### src/hdl/irtf_pkg.sv
`timescale 1ns / 1ps
`default_nettype none
// ----------------------------------------------------------------------------
// irtf_pkg: shared types and constants of the integer radix text formatter
// Format codes, sequencer states, ASCII constants and the digit-to-ASCII map.
// ----------------------------------------------------------------------------
package irtf_pkg;

    // Default value width of the formatter
    localparam int unsigned VALUE_WIDTH_DEF = 32;

    // Fixed widths of the item fields
    localparam int unsigned IN_VALUE_W = 32;
    localparam int unsigned OP_W       = 3;
    localparam int unsigned CHAR_W     = 8;
    localparam int unsigned DIGIT_W    = 4;

    // ASCII codes
    localparam logic [CHAR_W-1:0] CH_ZERO  = 8'h30;
    localparam logic [CHAR_W-1:0] CH_UPPER = 8'h41;
    localparam logic [CHAR_W-1:0] CH_LOWER = 8'h61;
    localparam logic [CHAR_W-1:0] CH_MINUS = 8'h2D;

    // Digit widths of the power-of-two radices, as shift amounts
    localparam logic [2:0] SHIFT_BIN = 3'd1;
    localparam logic [2:0] SHIFT_OCT = 3'd3;
    localparam logic [2:0] SHIFT_HEX = 3'd4;

    // Format codes; the two unused codes format as unsigned decimal
    typedef enum logic [OP_W-1:0] {
        OP_BIN  = 3'd0,
        OP_OCT  = 3'd1,
        OP_UDEC = 3'd2,
        OP_SDEC = 3'd3,
        OP_HEXL = 3'd4,
        OP_HEXU = 3'd5
    } t_op;

    // Sequencer states
    typedef enum logic [2:0] {
        S_IDLE,
        S_CONVERT,
        S_SPLIT,
        S_SIGN,
        S_READ,
        S_FETCH,
        S_SHOW
    } t_state;

    // Map one digit to its ASCII code
    function automatic logic [CHAR_W-1:0] to_ascii(input logic [DIGIT_W-1:0] digit,
                                                   input logic upper);
        logic [CHAR_W-1:0] ext;
        ext = {{(CHAR_W-DIGIT_W){1'b0}}, digit};
        if (digit < 4'd10) begin
            to_ascii = CH_ZERO + ext;
        end else if (upper) begin
            to_ascii = CH_UPPER + ext - 8'd10;
        end else begin
            to_ascii = CH_LOWER + ext - 8'd10;
        end
    endfunction

endpackage
`default_nettype wire

### src/hdl/irtf_ram.sv
`timescale 1ns / 1ps
`default_nettype none
// ----------------------------------------------------------------------------
// irtf_ram: generic single-write, single-read RAM
// One write port and one read port with registered read data.
// ----------------------------------------------------------------------------
module irtf_ram #(
    parameter int unsigned WIDTH = 4,
    parameter int unsigned DEPTH = 32
) (
    input  wire logic                     i_clk,
    input  wire logic                     i_we,
    input  wire logic [$clog2(DEPTH)-1:0] i_waddr,
    input  wire logic [WIDTH-1:0]         i_wdata,
    input  wire logic [$clog2(DEPTH)-1:0] i_raddr,
    output logic      [WIDTH-1:0]         o_rdata
);

    logic [WIDTH-1:0] r_mem [DEPTH];

    // Write on enable, read every cycle
    always_ff @(posedge i_clk) begin
        if (i_we) begin
            r_mem[i_waddr] <= i_wdata;
        end
        o_rdata <= r_mem[i_raddr];
    end

endmodule
`default_nettype wire

### src/hdl/integer_radix_text_formatter.sv
`timescale 1ns / 1ps
`default_nettype none
// Sequence: accept in S_IDLE, shift each value bit into the BCD register in S_CONVERT for
// decimal items, store the digits in S_SPLIT, then emit any minus sign through S_SIGN and
// S_SHOW and each digit character through S_READ, S_FETCH and S_SHOW, where S_SHOW waits
// out any output stall.
// Throughput: one item at a time; the shared shift/add-3 unit and the single
// RAM read port set the figure. Input ready only while idle.
// Reset: synchronous active low; clears sequencer and output valid only.
// ----------------------------------------------------------------------------
// integer_radix_text_formatter: value to ASCII text in a selectable radix
// Splits the value into digits least significant first into a small RAM,
// then streams them back as ASCII, most significant first, after any minus sign, with last flag.
// ----------------------------------------------------------------------------
module integer_radix_text_formatter #(
    parameter int unsigned VALUE_WIDTH = irtf_pkg::VALUE_WIDTH_DEF
) (
    input  wire logic                                i_clk,
    input  wire logic                                i_rst_n,
    input  wire logic                                i_in_valid,
    output logic                                     o_in_ready,
    input  wire logic [irtf_pkg::IN_VALUE_W-1:0]     i_value,
    input  wire logic [irtf_pkg::OP_W-1:0]           i_operation,
    output logic                                     o_out_valid,
    input  wire logic                                i_out_ready,
    output logic      [irtf_pkg::CHAR_W-1:0]         o_character,
    output logic                                     o_last
);
    import irtf_pkg::*;

    // Decimal digits needed for VALUE_WIDTH bits, and derived widths
    localparam int unsigned NUM_DEC = (VALUE_WIDTH * 30103) / 100000 + 1;
    localparam int unsigned RW      = NUM_DEC * DIGIT_W;
    localparam int unsigned AW      = $clog2(VALUE_WIDTH);
    localparam int unsigned CW      = $clog2(VALUE_WIDTH + 1);

    t_state                r_state, n_state;
    logic [RW-1:0]         r_rem, n_rem;
    logic [VALUE_WIDTH-1:0] r_bin, n_bin;
    logic [CW-1:0]         r_count, n_count;
    logic [2:0]            r_shift, n_shift;
    logic                  r_dec, n_dec;
    logic                  r_upper, n_upper;
    logic                  r_neg, n_neg;
    logic                  r_out_valid, n_out_valid;
    logic [CHAR_W-1:0]     r_char, n_char;
    logic                  r_last, n_last;

    logic [VALUE_WIDTH+IN_VALUE_W-1:0] w_ext;
    logic [VALUE_WIDTH-1:0] w_value;
    logic [VALUE_WIDTH-1:0] w_mag;
    t_op                   w_op;
    logic                  w_neg;
    logic [RW-1:0]         w_adj;
    logic [RW-1:0]         w_next_rem;
    logic [DIGIT_W-1:0]    w_mask;
    logic [DIGIT_W-1:0]    w_digit;
    logic                  w_we;
    logic [AW-1:0]         w_raddr;
    logic [DIGIT_W-1:0]    w_rdata;

    // Take the low VALUE_WIDTH bits of the input value
    assign w_ext   = {{VALUE_WIDTH{1'b0}}, i_value};
    assign w_value = w_ext[VALUE_WIDTH-1:0];
    assign w_op    = t_op'(i_operation);
    assign w_neg   = (w_op == OP_SDEC) && w_value[VALUE_WIDTH-1];
    assign w_mag   = w_neg ? (~w_value + VALUE_WIDTH'(1)) : w_value;

    // Add 3 to every BCD digit of 5 or more before the next shift
    always_comb begin
        w_adj = r_rem;
        for (int i = 0; i < int'(NUM_DEC); i++) begin
            if (r_rem[i*DIGIT_W +: DIGIT_W] >= 4'd5) begin
                w_adj[i*DIGIT_W +: DIGIT_W] = r_rem[i*DIGIT_W +: DIGIT_W] + 4'd3;
            end
        end
    end

    // Split off the lowest digit of the remaining value
    assign w_mask     = DIGIT_W'((5'd1 << r_shift) - 5'd1);
    assign w_digit    = r_rem[DIGIT_W-1:0] & w_mask;
    assign w_next_rem = r_rem >> r_shift;
    assign w_raddr    = AW'(r_count - CW'(1));

    irtf_ram #(
        .WIDTH (DIGIT_W),
        .DEPTH (VALUE_WIDTH)
    ) u_digit_store (
        .i_clk   (i_clk),
        .i_we    (w_we),
        .i_waddr (r_count[AW-1:0]),
        .i_wdata (w_digit),
        .i_raddr (w_raddr),
        .o_rdata (w_rdata)
    );

    // Next state and datapath control
    always_comb begin
        n_state     = r_state;
        n_rem       = r_rem;
        n_bin       = r_bin;
        n_count     = r_count;
        n_shift     = r_shift;
        n_dec       = r_dec;
        n_upper     = r_upper;
        n_neg       = r_neg;
        n_out_valid = r_out_valid;
        n_char      = r_char;
        n_last      = r_last;
        w_we        = 1'b0;
        o_in_ready  = 1'b0;
        unique case (r_state)
            S_IDLE: begin
                o_in_ready = 1'b1;
                if (i_in_valid) begin
                    n_neg   = w_neg;
                    n_upper = (w_op == OP_HEXU);
                    priority if (w_op == OP_BIN) begin
                        n_shift = SHIFT_BIN;
                        n_dec   = 1'b0;
                    end else if (w_op == OP_OCT) begin
                        n_shift = SHIFT_OCT;
                        n_dec   = 1'b0;
                    end else if (w_op == OP_HEXL || w_op == OP_HEXU) begin
                        n_shift = SHIFT_HEX;
                        n_dec   = 1'b0;
                    end else begin
                        n_shift = SHIFT_HEX;
                        n_dec   = 1'b1;
                    end
                    if (n_dec) begin
                        n_rem   = '0;
                        n_bin   = w_mag;
                        n_count = CW'(VALUE_WIDTH);
                        n_state = S_CONVERT;
                    end else begin
                        n_rem   = RW'(w_mag);
                        n_count = '0;
                        n_state = S_SPLIT;
                    end
                end
            end
            S_CONVERT: begin
                // Shift one binary bit into the BCD register
                n_rem   = {w_adj[RW-2:0], r_bin[VALUE_WIDTH-1]};
                n_bin   = r_bin << 1;
                n_count = r_count - CW'(1);
                if (r_count == CW'(1)) begin
                    n_state = S_SPLIT;
                end
            end
            S_SPLIT: begin
                // Store one digit, least significant first
                w_we    = 1'b1;
                n_rem   = w_next_rem;
                n_count = r_count + CW'(1);
                if (w_next_rem == '0 || r_count == CW'(VALUE_WIDTH - 1)) begin
                    n_state = r_neg ? S_SIGN : S_READ;
                end
            end
            S_SIGN: begin
                n_char      = CH_MINUS;
                n_last      = 1'b0;
                n_out_valid = 1'b1;
                n_state     = S_SHOW;
            end
            S_READ: begin
                n_state = S_FETCH;
            end
            S_FETCH: begin
                n_char      = to_ascii(w_rdata, r_upper);
                n_last      = (r_count == CW'(1));
                n_count     = r_count - CW'(1);
                n_out_valid = 1'b1;
                n_state     = S_SHOW;
            end
            S_SHOW: begin
                // Hold the item until the sink takes it
                if (i_out_ready) begin
                    n_out_valid = 1'b0;
                    n_state     = r_last ? S_IDLE : S_READ;
                end
            end
            default: begin
                n_state = S_IDLE;
            end
        endcase
    end

    // Control registers
    always_ff @(posedge i_clk) begin
        if (!i_rst_n) begin
            r_state     <= S_IDLE;
            r_out_valid <= 1'b0;
        end else begin
            r_state     <= n_state;
            r_out_valid <= n_out_valid;
        end
    end

    // Datapath registers
    always_ff @(posedge i_clk) begin
        r_rem   <= n_rem;
        r_bin   <= n_bin;
        r_count <= n_count;
        r_shift <= n_shift;
        r_dec   <= n_dec;
        r_upper <= n_upper;
        r_neg   <= n_neg;
        r_char  <= n_char;
        r_last  <= n_last;
    end

    assign o_out_valid = r_out_valid;
    assign o_character = r_char;
    assign o_last      = r_last;

endmodule
`default_nettype wire

### config.mk
export PLATFORM = sky130hd
export DESIGN_NAME = integer_radix_text_formatter
export DESIGN_NICKNAME = d
export VERILOG_FILES = /design/src/hdl/irtf_pkg.sv /design/src/hdl/irtf_ram.sv /design/src/hdl/integer_radix_text_formatter.sv
export SDC_FILE = /design/constraint.sdc
export NUM_CORES = 1
export LEC_CHECK = 0
export BUFFER_PORTS_ARGS = -buffer_cell sky130_fd_sc_hd__buf_2
export CELL_PAD_IN_SITES_DETAIL_PLACEMENT = 2
export CELL_PAD_IN_SITES_GLOBAL_PLACEMENT = 2
export CORE_MARGIN = 2
export CORE_UTILIZATION = 35
export DETAILED_ROUTE_END_ITERATION = 10
export PLACE_DENSITY = 0.64
export REMOVE_ABC_BUFFERS = 1
export SLEW_MARGIN = 25
export SYNTH_ARGS = -nofsm -noshare
export SYNTH_HDL_FRONTEND = slang
export SYNTH_SLANG_ARGS = --single-unit
### constraint.sdc
create_clock -name i_clk -period 5 [get_ports i_clk]
set_input_delay 0.5 -clock i_clk [delete_from_list [all_inputs] [get_ports i_clk]]
set_output_delay 0.5 -clock i_clk [all_outputs]
set_load 0.005 [all_outputs]
# Yosys cells after proc, flatten, opt, wreduce, memory -nomap -nowiden
# Memories as Yosys holds them, arrays and structs flattened. A register that Yosys moved wholly into a read port is not among the register bits.
# Cells that the tools add are included.
# classes
eq_ne	17
magnitude_cmp	11
shifts	2
add_sub_neg	19
mux	44
n_reduce_logical	19
n_bitwise	2
# ops
cell	count
32-bit 2-to-1 mux	4
40-bit one-hot mux with 3 select lines	1
32-bit one-hot mux with 2 select lines	1
4-bit by 3-bit >= comparator with 1-bit output (second input constant)	10
40-bit zero test	1
40-bit 2-to-1 mux	1
40-bit by 3-bit >> shifter with 40-bit output	1
4-bit by 2-bit adder with 4-bit output (second input constant)	9
4-bit 2-to-1 mux	9
32-bit by 1-bit adder with 32-bit output (second input constant)	1
32-bit NOT	1
3-bit 2-to-1 mux	8
3-bit one-hot mux with 6 select lines	1
6-bit one-hot mux with 3 select lines	1
7-bit by 4-bit adder with 8-bit output (first input constant)	2
8-bit 2-to-1 mux	2
8-bit one-hot mux with 2 select lines	1
8-bit by 4-bit subtractor with 8-bit output (second input constant)	2
3-bit equality test (second input constant)	5
6-bit 2-to-1 mux	2
1-bit 2-to-1 mux	10
2-bit != test (second input constant)	5
3-bit by 2-bit equality test with 1-bit output (second input constant)	3
2-bit AND reduction	4
other kinds (21)	29
# totals
ff_bits	96
output_inout_bits	11
mem_bits_rw	128
mem_count	1
# memory_table
memory	words	word_bits	rd	rd_ports_with_merged_regs	wr	line_no	rtl
u_digit_store.r_mem	32	4	1	1	1	irtf_ram.sv:19	logic [WIDTH-1:0] r_mem [DEPTH];

# Longest topological paths before layout
# Gate-level depths: netlist (run 1).
# logic_depth
ltp_word	10
mapped_depth	13

# Cells and area by module
# From an unflattened synthesis (run 1), not the netlist that was laid out.
# hier_totals
hier_cells	1173
hier_area_um2	13319.0
# modules_own_cells
module	area_per_inst_um2	n_inst	cells_per_inst
integer_radix_text_formatter	8180.3	1	942
irtf_ram	5138.7	1	231

# Worst setup path after synthesis (run 1)
# Ideal clock, no wire load.
# synth_timing
kind	reg-to-reg
start	register r_state[1]
end	register r_rem[0], enable pin
path_buffers	2
arrival_ps	3794
path_stages_with_launch	5
slack_ps	708
period_less_slack_ps	4292
setup_ps	498
path_cell_list	dfxtp_1 -> clkbuf_1 -> buf_2 -> nor3_1 -> a211oi_1
# synth_via
elab_chain_len	3
# synth_lines
element	line_no	rtl
start, declared	integer_radix_text_formatter.sv:37	t_state r_state, n_state;
start signal, assigned	integer_radix_text_formatter.sv:196	r_state <= n_state;
3-bit by 2-bit equality test with 1-bit output, or another cell as far along	integer_radix_text_formatter.sv:112	unique case (r_state)
3-bit nonzero test (no source line) / 2-bit != test (equally long branches)	--	
2-bit AND reduction (no source line) (*)	--	
end signal, assigned	integer_radix_text_formatter.sv:203	r_rem <= n_rem;
end, declared	integer_radix_text_formatter.sv:38	logic [RW-1:0] r_rem, n_rem;
# Mark *: on every way between the ends. The rest lies on a longest branch, timed or not.
# A chain may end at the register's enable or synchronous reset.

# Worst setup path in the final report (run 1)
# layout_timing
start	register r_shift[1]
end	register r_state[2]
# layout_via
elab_chain_len	5
# layout_lines
element	line_no	rtl
start, declared	integer_radix_text_formatter.sv:41	logic [2:0] r_shift, n_shift;
start signal, assigned	integer_radix_text_formatter.sv:206	r_shift <= n_shift;
40-bit by 3-bit >> shifter with 40-bit output	integer_radix_text_formatter.sv:82	assign w_next_rem = r_rem >> r_shift;
40-bit zero test	integer_radix_text_formatter.sv:157	if (w_next_rem == '0 || r_count == CW'(VALUE_WIDTH - 1)) begin
1-bit logical OR	integer_radix_text_formatter.sv:157	
2-bit != test (no source line)	--	
4-bit AND reduction (no source line)	--	
# No other way between the ends.

==> results_dict.tcl, run 1 <==
set metrics [dict create \
    ff2ff_path_depth 9 \
    fin_ws_ps 1390 \
    vias 9038 \
    area_delta_synth_final_pct 11.3 \
    grt_first_pass_wirelength_um 61300 \
    multi_input_area_sq_mm 0.00576 \
    initial_core_util_pct 35.5 \
    place_inst 1554 \
    arrival_ps 4100 \
    startpoint "r_shift[1]$_SDFFCE_PP0P_" \
    synth_fa_ha_area_share_pct 2.70 \
    reg2reg_slack_ps 1390 \
    finalClockSkew_ps 29.3 \
    drtIter0Drc 459 \
    io_pins 50 \
    viasPerCell 5.63 \
    tightest_slew_ps 952 \
    max_freq_ghz 0.277 \
    seq_area_frac_synth_pct 51.9 \
    yosysTopAreaCell "edfxtp_1" \
    slowest_delay_ps 970 \
    most-common-layout-cells "edfxtp_1, nor2_1, nand2_1" \
    critical_path_buf_inv_count 1 \
    totalWireLength_um 38800 \
    final-setup-viol-count 0 \
    syn_area_per_cell_sq_um 11.7 \
    clk_pin_slew_ps 60 \
    vdd_drop_max_mv 0.266 \
    layout-drive-gt1-share_pct 17.5 \
    post-dp-hpwl_um 27200 \
    muxShareOfSynthArea_pct 15.1 \
    grt_usage_pct 20.6 \
    cts_tree "yes" \
    status "completed" \
    synthCells 1105 \
    maxCapViolCount 0 \
    n_antenna_cell 0 \
    end_kind "flop" \
    ff_latch_area_sq_mm 0.00674 \
    stdcell_count 1604 \
    fin_setup_tns_ps 0 \
    cp_common_cell "nor2_1" \
    hold_end "r_state[0]$_SDFFE_PN0P_" \
    grt_max_degree 44 \
    critPathKind "reg2reg" \
    postCtsSetupRepairBufs 0 \
    fillers 3774 \
    layout.cells.most_common "edfxtp_1" \
    cts_htree_levels 1 \
    synth_top_family_by_area "multiplexers" \
    r2r_start "r_shift[1]$_SDFFCE_PP0P_" \
    ys_top_cells_by_area "edfxtp_1, mux4_2, nor2_1" \
    synth_edf_count 219 \
    grt_antenna_before_repair 0 \
    cts_buffers 27 \
    slew_viol_final 0 \
    nets 1182 \
    cts-resized-gates 0 \
    worstHoldPathCells 2 \
    core_sq_mm 0.0365 \
    dp_slack_ps 1320 \
    clock_latency_ps 580 \
    hold_viol_final 0 \
    die_y_um 197 \
    leakage_nw 4.88 \
    hold_buffers 0 \
    wl_per_cell_um 24.2 \
    synth.top_cell.area_share_pct 50.7 \
    cts_max_path_buffers 3 \
    rsz0062_at_grt "no" \
    gp_congestion 0.815 \
    syn_area_sq_mm 0.0130 \
    synth-seq-cells 227 \
    die_x_um 197 \
    crit_chain "buf_12, nor2b_1, nor2_1, a21oi_1, nor4b_1, nand4_1, o21ai_2, a31oi_1, nor2_1" \
    synth-simple-area-share_pct 12.3 \
    drt-pass1-iter-count 4 \
    dieArea_sq_mm 0.0386 \
    grt_pass1_vias 9869 \
    slew_headroom_pct 36.5 \
    cp_max_fo 42 \
    cp-start-kind "flop" \
    portBuffers 48 \
    synth_xor_area_share_pct 3.11 \
    cp.required_ps 5490 \
    yosys_most_used_dff "edfxtp_1" \
    finalCriticalPeriod_ps 3610 \
    hp-start "i_rst_n" \
    cpLargestDelayFamily "simple AND/OR/NAND/NOR gates" \
    fin_crit_sh_pct 72.1 \
    drc_errors 0 \
    hold_class "in2reg" \
    synth_warnings 0 \
    root_buffer "clkbuf_16" \
    fin_util_pct 39.5 \
    synth.distinct_cells 72 \
    synth_compound_area_share_pct 10.9 \
    crit-reg2reg-capture "r_state[2]$_SDFFE_PN0P_" \
    rows 70 \
    slowest_stage "edfxtp_1" \
    power.density_mw_per_mm2 641 \
    async_reset_ff_share_pct 0 \
    overflow 0 \
    ant_nets 0 \
    cts_sinks 227 \
]
-- power breakdown --
| part | switching, W | total (W) | internal (W) |
|---|---|---|---|
| registers | 0.000659 | 0.00341 | 0.00275 |
| logic | 0.00227 | 0.00395 | 0.00168 |
| clock network | 0.000799 | 0.00189 | 0.00109 |
| total | 0.00373 | 0.00925 | 0.00552 |
-- registers in the layout (all words and copies together), names as in the netlist, 3 cells and up --
name	cells
r_state	3
r_rem	40
u_digit_store.o_rdata	4
u_digit_store.r_mem	128
r_count	6
r_shift	3
o_character	7
r_bin	32
-- Yosys cell counts, types with 15 or more instances --
cell / count
mux2i_1: 31
o21ai_0: 51
o221ai_1: 21
mux2_2: 16
clkbuf_1: 56
a21oi_1: 92
inv_1: 35
nor3_1: 21
mux4_2: 64
nand2_1: 95
edfxtp_1: 219
nor2_1: 137
ha_1: 28
buf_2: 15
nand2b_1: 18
xnor2_1: 32
-- kinds of logic (layout without fill, tap and decap cells) --
| kind of cell | count (synthesis) | in the layout |
|---|---|---|
| and+or+nand+nor | 341 | 341 |
| other | 1 | 1 |
| AOI/OAI and AO/OA | 229 | 229 |
| adders and majority gates | 28 | 28 |
| muxes | 113 | 113 |
| xor gates and xnor gates | 46 | 46 |
| buffers and inverters | 120 | 151 |
| DFF | 227 | 227 |
-- final cells by class --
cell class	instances	share of cell area [%]
Clock buffer	32	4.81
Timing Repair Buffer	63	2.53
Multi-Input combinational cell	758	39.9
Sequential cell	227	46.7
Inverter	38	0.988
Clock inverter	18	1.01
Tap cell	468	4.06
-- metal layers --
metal	vias to the layer above	GRT usage, %	wire length, um
li1	4193	-	-
met1	4673	26.4	17100
met2	120	37.0	19700
met3	52	2.41	939
met4	0	5.64	1000
met5	-	0	0
-- worst max path at each step --
stage | endpoint | slack, ps | cells after the start
floorplan | r_rem[0]$_DFFE_PP_ | 830 | 2
global placement | r_state[2]$_SDFFE_PN0P_ | 1360 | 9
detailed placement | r_state[2]$_SDFFE_PN0P_ | 1320 | 9
CTS | r_state[2]$_SDFFE_PN0P_ | 1250 | 9
global route | r_state[2]$_SDFFE_PN0P_ | 1120 | 9
finish | r_state[2]$_SDFFE_PN0P_ | 1390 | 9
-- per-stage QoR --
step / power, W / cell area, sq um / hold WS [ps]
after global placement: 0.00733 / 13600 / 519
after CTS: 0.00940 / 14400 / 199
final: 0.00925 / 14400 / 231
after floorplan: 0.00595 / 12600 / 496
after global routing: 0.00988 / 14400 / 224
after detailed placement: 0.00745 / 13600 / 539
Power figures use the tool's default switching activity.
==> inputs of run 2 (changes only) <==
PLACE_DENSITY = 0.67   (was 0.64)
clock period = 2.94 ns   (was 5 ns; I/O delays follow)
==> results_dict.tcl, run 2 (synthesis gave the netlist of run 1 again) <==
set metrics [dict create \
    dieArea_sq_mm 0.0386 \
    fin_setup_tns_ps 0 \
    slew_viol_final 0 \
    grt_max_degree 79 \
    cp_max_fo 18 \
    core_sq_mm 0.0365 \
    area_delta_synth_final_pct 15.0 \
    final-setup-viol-count 0 \
    n_antenna_cell 0 \
    hold_slack_ps 91.9 \
    portBuffers 48 \
    power.density_mw_per_mm2 1100 \
    cts_sinks 227 \
    drtIter0Drc 602 \
    cp.required_ps 3430 \
    drt-pass1-iter-count 5 \
    cp-start-kind "flop" \
    top_regs "u_digit_store.r_mem x128, r_rem x40, r_bin x32" \
    end_kind "flop" \
    viasPerCell 5.70 \
    totalWireLength_um 40700 \
    fin_crit_sh_pct 94.1 \
    fillers 3762 \
    met3_length_um 1270 \
    maxUsedRoutingLayer "met4" \
    status "completed" \
    finalCriticalPeriod_ps 2770 \
    overflow 0 \
    layout.cells.most_common "edfxtp_1" \
    most-common-layout-cells "edfxtp_1, nor2_1, nand2_1" \
    rsz0062_at_grt "no" \
    regMostFlops "u_digit_store.r_mem" \
    max_freq_ghz 0.361 \
    cts_max_path_buffers 3 \
    clock_latency_ps 560 \
    grt_first_pass_wirelength_um 63100 \
    maxCapViolCount 0 \
    rows 70 \
    hold_class "in2reg" \
    io_pins 50 \
    arrival_ps 3250 \
    vdd_drop_max_mv 0.466 \
    root_buffer "clkbuf_16" \
    post-dp-hpwl_um 28700 \
    slew_headroom_pct 50.2 \
    wl_per_cell_um 24.6 \
    leakage_nw 5.17 \
    gp_congestion 0.791 \
    nets 1235 \
    cts_buffers 26 \
    grt_usage_pct 21.3 \
    die_x_um 197 \
    critPathKind "reg2reg" \
    clk_pin_slew_ps 60 \
    m1WireLength_um 19100 \
    cts_tree "yes" \
    initial_core_util_pct 35.5 \
    wl_met2_um 19500 \
    vias 9431 \
    drc_errors 0 \
    ant_nets 0 \
    finalClockSkew_ps 16.1 \
    layout-drive-gt1-share_pct 21.5 \
    die_y_um 197 \
    tightest_slew_ps 745 \
    cts_htree_levels 1 \
    hold_viol_final 0 \
    largest_register_ffs 128 \
    grt_antenna_before_repair 0 \
    grt_pass1_vias 10200 \
]
run 2: cell types whose count changed in the layout (fill, tap and decap cells not counted), moves of 3 or more:
cell and delta:
buf_4 +46, buf_12 +5, clkinv_1 -4, clkinv_2 +3
run 2: path summary, 6_finish.rpt:
check                                 from                       end  slack (ps)  cells after the start
setup reg to reg  r_shift[1]$_SDFFCE_PP0P_   r_state[0]$_SDFFE_PN0P_         170                     10
setup / recovery  r_shift[1]$_SDFFCE_PP0P_   r_state[0]$_SDFFE_PN0P_         170                     10
hold reg to reg        r_bin[30]$_DFFE_PP_       r_bin[31]$_DFFE_PP_         540                      2
hold / removal              i_operation[2]  r_shift[2]$_SDFFCE_PP0P_          90                      3
run 2: critical path: stages (launching register included):
cell and delay [ps]:
edfxtp_1 400, buf_12 200, buf_4 210, mux4_2 350, nand2_1 110, o21ai_0 230
nor3_1 400, nand4_1 260, o21ai_4 260, a22oi_1 110, nor2b_1 150
run 2: area by class of cell:
type                            count  area, sq um  share of cell area (%)
Clock buffer                       30          666                    4.46
Timing Repair Buffer              117          871                    5.84
Sequential cell                   227         6740                    45.2
Clock inverter                     17          135                   0.906
Tap cell                          468          586                    3.93
Inverter                           38          143                   0.956
Multi-Input combinational cell    758         5780                    38.7
run 2: per-layer routing:
layer,track usage (%),vias up
met1,29.7,4931
met4,5.50,0
met2,35.4,156
met3,2.45,54
li1,-,4290
met5,0,-
run 2: per-stage QoR:
stage | worst slack, ps | area [sq um] | total power [W] | instances | utilization, %
after floorplan | -1230 | 12600 | 0.0101 | 1023 | -
after global placement | 193 | 14000 | 0.0128 | 1603 | 38.3
after detailed placement | 52.5 | 14000 | 0.0132 | 1603 | 38.3
after CTS | 36.2 | 14800 | 0.0164 | 1651 | 40.6
after global routing | 21.6 | 14900 | 0.0173 | 1655 | 40.8
final | 174 | 14900 | 0.0163 | 1655 | 40.8
run 2: where the power goes:
part / total (W) / leakage, nW / internal, W / switching, W
logic: 0.00782 / 2.64 / 0.00326 / 0.00456
clock network: 0.00309 / 0.394 / 0.00172 / 0.00137
registers: 0.00543 / 2.13 / 0.00467 / 0.000765
total: 0.0163 / 5.17 / 0.00965 / 0.00669
run 2: timing repair:
action                     4_1_cts  5_1_grt
setup endpoints to repair        0        2
resized for setup                0        4
setup buffers                    0        2
hold endpoints to repair         1        0
hold buffers                     1        0
